File: config.mk
export PLATFORM = sky130hd
export DESIGN_NAME = brbd_decode
export DESIGN_NICKNAME = d
export VERILOG_FILES = /design/src/design/brbd_pkg.sv /design/src/design/brbd_decode.sv
export SDC_FILE = /design/constraint.sdc
export NUM_CORES = 1
export LEC_CHECK = 0
export BUFFER_PORTS_ARGS = -buffer_cell sky130_fd_sc_hd__buf_2
export CELL_PAD_IN_SITES_DETAIL_PLACEMENT = 1
export CELL_PAD_IN_SITES_GLOBAL_PLACEMENT = 1
export CORE_ASPECT_RATIO = 1.4
export CORE_MARGIN = 4
export CORE_UTILIZATION = 16
export DETAILED_ROUTE_END_ITERATION = 10
export MAX_ROUTING_LAYER = met4
export PLACE_DENSITY_LB_ADDON = 0.1
export RECOVER_POWER = 50
export SLEW_MARGIN = 20
export SYNTH_ARGS = -nofsm -noshare
export SYNTH_HDL_FRONTEND = slang
export SYNTH_SLANG_ARGS = --single-unit
File: constraint.sdc
create_clock -name vclk -period 1.3
set_clock_uncertainty 0.15 [all_clocks]
set_input_delay 0.195 -clock vclk [all_inputs]
set_output_delay 0.195 -clock vclk [all_outputs]
set_load 0.02 [all_outputs]
File: src/design/brbd_pkg.sv
// Package for the banked ROM/RAM bus decoder: op codes, read source codes,
// memory command and response structs, address map constants.
// No dependencies.
package brbd_pkg;

    // Address map
    localparam int unsigned ADDR_W      = 16;
    localparam int unsigned DATA_W      = 8;
    localparam int unsigned ADDR_SPAN   = 65536;
    localparam int unsigned RAM_DEPTH_DEF = 65536;
    localparam int unsigned ROM_DEPTH   = 32768;
    localparam int unsigned ROM_AW      = $clog2(ROM_DEPTH);
    localparam int unsigned IO_REG_W    = 6;

    localparam logic [ADDR_W-1:0] IO_BASE  = 16'hFF00;
    localparam logic [ADDR_W-1:0] IO_LAST  = 16'hFF3F;
    localparam logic [ADDR_W-1:0] ROM_BASE = 16'h8000;
    localparam logic [DATA_W-1:0] UNMAPPED = 8'hFF;

    // Bus operation codes
    typedef enum logic [1:0] {
        OP_READ  = 2'd0,
        OP_WRITE = 2'd1,
        OP_LOAD  = 2'd2,
        OP_NOP   = 2'd3
    } t_op;

    // Where the read byte of a result comes from
    typedef enum logic [2:0] {
        SRC_ZERO = 3'd0,
        SRC_FF   = 3'd1,
        SRC_IO   = 3'd2,
        SRC_RAM  = 3'd3,
        SRC_ROM  = 3'd4
    } t_src;

    // Memory command issued at the transfer edge
    typedef struct packed {
        logic              ram_en;
        logic              ram_we;
        logic              rom_en;
        logic              rom_we;
        logic [ROM_AW-1:0] rom_addr;
        logic [DATA_W-1:0] wdata;
    } t_mem_cmd;

    // Result information held while the memory read completes
    typedef struct packed {
        t_src                src;
        logic [DATA_W-1:0]   io_data;
        logic                io_select;
        logic                io_write;
        logic [IO_REG_W-1:0] io_register;
    } t_rsp_info;

endpackage

File: src/design/brbd_decode.sv
// Address decoder: turns one bus access into memory commands and the
// response information for the result. Depends on brbd_pkg.
module brbd_decode #(
    parameter int unsigned RAM_DEPTH = brbd_pkg::RAM_DEPTH_DEF
) (
    input  logic [1:0]                          i_op,
    input  logic [brbd_pkg::ADDR_W-1:0]         i_addr,
    input  logic [brbd_pkg::DATA_W-1:0]         i_wdata,
    input  logic                                i_rom_mapped,
    input  logic [brbd_pkg::DATA_W-1:0]         i_io_read_data,
    input  logic                                i_ram_is_64k,
    output brbd_pkg::t_mem_cmd                  o_cmd,
    output logic [$clog2(RAM_DEPTH)-1:0]        o_ram_addr,
    output brbd_pkg::t_rsp_info                 o_info
);

    localparam int unsigned RAM_AW     = $clog2(RAM_DEPTH);
    localparam int unsigned WRAP_STEPS = (brbd_pkg::ADDR_SPAN - 1) / RAM_DEPTH;

    logic in_io;
    logic in_upper;
    logic below_ram_size;

    assign in_io    = (i_addr >= brbd_pkg::IO_BASE) && (i_addr <= brbd_pkg::IO_LAST);
    assign in_upper = (i_addr >= brbd_pkg::ROM_BASE);
    // 16 KB model covers 0x0000-0x3FFF, 64 KB model the whole space
    assign below_ram_size = i_ram_is_64k || (i_addr[15:14] == 2'b00);

    // RAM index wraps modulo the store depth (WRAP_STEPS conditional subtracts)
    always_comb begin
        logic [brbd_pkg::ADDR_W-1:0] idx;
        idx = i_addr;
        for (int k = 0; k < WRAP_STEPS; k++) begin
            if ({1'b0, idx} >= 17'(RAM_DEPTH)) begin
                idx = idx - 16'(RAM_DEPTH);
            end
        end
        o_ram_addr = idx[RAM_AW-1:0];
    end

    // Access decode
    always_comb begin
        o_cmd          = '0;
        o_cmd.rom_addr = i_addr[brbd_pkg::ROM_AW-1:0];
        o_cmd.wdata    = i_wdata;
        o_info             = '0;
        o_info.src         = brbd_pkg::SRC_ZERO;
        o_info.io_data     = i_io_read_data;
        case (brbd_pkg::t_op'(i_op))
            brbd_pkg::OP_READ: begin
                if (in_io) begin
                    o_info.src         = brbd_pkg::SRC_IO;
                    o_info.io_select   = 1'b1;
                    o_info.io_register = i_addr[brbd_pkg::IO_REG_W-1:0];
                end else if (in_upper && i_rom_mapped) begin
                    o_info.src   = brbd_pkg::SRC_ROM;
                    o_cmd.rom_en = 1'b1;
                end else if (below_ram_size || in_upper) begin
                    o_info.src   = brbd_pkg::SRC_RAM;
                    o_cmd.ram_en = 1'b1;
                end else begin
                    o_info.src = brbd_pkg::SRC_FF;
                end
            end
            brbd_pkg::OP_WRITE: begin
                if (in_io) begin
                    o_info.io_select   = 1'b1;
                    o_info.io_write    = 1'b1;
                    o_info.io_register = i_addr[brbd_pkg::IO_REG_W-1:0];
                end else if (below_ram_size) begin
                    o_cmd.ram_en = 1'b1;
                    o_cmd.ram_we = 1'b1;
                end
            end
            brbd_pkg::OP_LOAD: begin
                // upper address bit ignored: index is addr modulo ROM size
                o_cmd.rom_en = 1'b1;
                o_cmd.rom_we = 1'b1;
            end
            default: begin
                // no operation, all result fields zero
            end
        endcase
    end

endmodule

After elaboration in Yosys (flattened, before gate mapping)
Index checks and enable logic that the tools add are counted.

cells by class
  $mul = 0
  magnitude comparators = 3
  multiplexer cells = 21
  div/mod/pow operators = 0
  bitwise gates (word level) = 0
  eq/ne operators = 2
  add/subtract/negate cells = 0
  reduce and logical (&&, ||, !) cells = 6
  shifts and indexed selects = 0

operators by type and width
  cell                                                       number
  greater-or-equal comparator 16 bit, second input constant  2
  less-or-equal comparator 16 bit, second input constant     1
  case mux 6 bit (2 select lines)                            1
  two-way mux 1 bit                                          9
  two-way mux 3 bit                                          3
  two-way mux 8 bit                                          1
  two-way mux 2 bit                                          3
  two-way mux 6 bit                                          1
  case mux 1 bit (2 select lines)                            3
  logical NOT 2 bit                                          2
  equality test 2 x 1 -> 1 bit, second input constant        1
  equality test 2 bit, second input constant                 1
  logical AND 1 bit                                          2
  logical OR 1 bit                                           2

storage, ports and cells
  bits of input ports = 36
  register bits after elaboration = 0
  bits in latches = 0
  memory bits (writable) = 0
  memory bits (read-only) = 0
  output and inout port bits = 62
  memories = 0

Longest topological paths before layout
  depth in word-level cells = 7
  depth in mapped cells = 3
  mapped depth without buffers = 3

Least setup slack after synthesis
OpenSTA, ideal clock, no wires.

  path type = in2out
  from = input i_addr[7] (netlist bit)
  to = output o_info[0] (netlist bit)
  data required time = 0.955 ns
  buffers on the path = 0
  path slack = -0.254 ns
  cell stages on the path = 3
  arrival time = 1.209 ns
  cell sequence = nand4bb_4 nor4_4 and2_1

RTL lines
  item         line               text
  from (decl)  brbd_decode.sv:7   input logic [brbd_pkg::ADDR_W-1:0] i_addr,
  to (decl)    brbd_decode.sv:14  output brbd_pkg::t_rsp_info o_info

==> impl_metrics.yaml <==
status:
  outcome: "finished, violations left"
  violations: "setup timing"
logic_synthesis:
  seq_area_frac_synth_pct: 0
  post_synth.cell_area_avg_um2: 7.52
  synth_cell_types: 18
  ys_top_cells_by_area: "buf_4, and2_1, nand4bb_4, nor4_4, nor3_4"
  syn_area_um2: 557
  synth.largest_area_cell: "buf_4"
  synth_cells: 74
  yosysWarnings: 0
  synth_top_area_share_pct: 63.4
  syn_nets: 110
placed_design:
  dp_cells: 145
  dpl-instance-area_um2: 703
  gp_congestion: 0.615
  dp_hpwl_um: 1420
  portBuffers: 66
min_path:
  hold_end: "o_info[12]"
  holdPathStages: 0
  hold_class: "in -> out"
  min_from: "i_io_read_data[4]"
global_route:
  grt_pass1_wl_um: 2550
  grtUsageTotal_pct: 6.80
  grt_pass1_vias: 598
  grt_overflow_total: 0
  grt_max_degree: 9
  antenna_found_initial: 0
routing:
  routed_wl_um: 1700
  routed_via_density: 3.88
  postRouteAntennaNets: 0
  drt_iter0_drc: 9
  wl_per_cell_um: 11.6
  drc_errors: 0
  via_count: 570
  dr.pass1.iters: 2
worst_setup_path:
  critPathKind: "in -> out"
  crit_arrival_ns: 1.14
  cp-start-kind: "input port"
  cp_max_fo: 8
  critPathRequiredTime_ns: 0.95
  cp-end-kind: "primary output"
cells_and_area:
  design_area_um2: 910
  finalCoreUtilization_pct: 26.9
  register_area_um2: 0
  syn_to_final_growth_pct: 63.4
  drive_gt1_share_pct: 89.7
  nets: 145
  design.seq.count: 0
  antenna_cells: 0
  fin_cells: 147
  nClkBuffers: 0
floorplanning:
  core_region_area_mm2: 0.00338
  dieArea_mm2: 0.00450
  die_y_um: 77.8
  initial_core_util_pct: 16.5
  ios: 98
  die_w_um: 57.9
  row_count: 25
sta:
  relSlewSlack_pct: 81.3
  max_clock_freq_mhz: 672
  rsz0062_at_grt: "true"
  worst_slew_pin_slew_ns: 0.280
  timing.final.hold_violations: 0
  min_period_ns: 1.49
  fin_crit_sh_pct: 114
  setup_slack_ns: -0.187
  setup-violations-final: 14
  drv_slew: 0
power:
  p_total_uw: 296
  power_leakage_uw: 0.000474
  vdd_drop_max_mv: 0.116
  powerDensity_mw_per_mm2: 325
clock_tree:
  postCtsHoldBufs: 0
job:
  max_cap_violations: 0
==> per-stage QoR <==
step                worst slack (ns)  setup TNS [ns]  hold slack, ns
finish                        -0.187           -1.96           0.240
global route                  -0.263           -2.85           0.240
CTS                           -0.196           -2.05           0.240
detailed placement            -0.396           -4.28           0.240
global placement              -0.375           -4.12           0.240
floorplan                     -0.253           -1.69           0.287
==> report_power, final <==
group	switching (µW)	internal, µW	leakage (µW)
registers	0	0	0
clock network	0	0	0
logic	164	132	0.000474
total	164	132	0.000474
==> layout by cell type, fill, tap and decap left out, types with 2 or more instances in the layout <==
cell type | synthesis | routed
buf_4 | 47 | 13
and2_4 | 0 | 7
buf_6 | 0 | 23
inv_1 | 2 | 2
buf_2 | 0 | 40
clkbuf_1 | 0 | 4
nor2_4 | 0 | 2
==> per-layer routing <==
metal / share of wire [%] / GRT usage (%) / wire length, µm / up-vias
met5: 0 / - / 0 / -
met4: 0.59 / 0.696 / 10 / 0
met3: 11 / 1.50 / 194 / 4
met2: 56 / 12.9 / 948 / 48
met1: 32 / 7.21 / 550 / 257
li1: - / - / - / 261
==> logic make-up after synthesis <==
family | share of synthesized area, %
AO/OA/AOI/OAI | 6.97
buffers and inverters | 64.7
AND/OR/NAND/NOR | 28.3
==> worst max-delay path by stage <==
stage	startpoint	endpoint	slack (ns)
final	i_addr[13]	o_info[1]	-0.19
after global routing	i_addr[9]	o_info[0]	-0.26
after CTS	i_addr[8]	o_info[1]	-0.20
after detailed placement	i_addr[7]	o_info[1]	-0.40
after global placement	i_addr[7]	o_info[6]	-0.37
after floorplan	i_addr[7]	o_info[0]	-0.25
==> layout make-up <==
cell class / instances / area, µm²
inverters: 2 / 7.51
fillers: 418 / 2470
well taps: 40 / 50.0
repair buffers: 80 / 572
multi-input cells: 25 / 280
==> cells in the mapped netlist <==
master	instances
nand2b_1	1
nand2_2	1
nand4bb_4	1
nor2_1	3
nor4_1	1
o21ai_0	1
buf_4	47
a21bo_2	1
o311ai_0	1
nor3_4	1
inv_1	2
nor3_1	1
nand2_1	2
nand4_1	1
and2_1	7
o31ai_1	1
nor4_4	1
a211oi_1	1
==> repair_timing <==
item / in CTS / in global routing
pin swaps: 18 / 4
buffers inserted: 1 / 1
gates cloned: 0 / 0
setup endpoints to repair: 14 / 14
gates resized for setup: 56 / 1
==> critical path, stage by stage <==
cell and delay [ns]:
buf_6 0.07, nand4_1 0.11, buf_6 0.15, nor4_4 0.21
buf_6 0.16, and2_4 0.14, buf_6 0.11
Power figures use the tool's default switching activity.
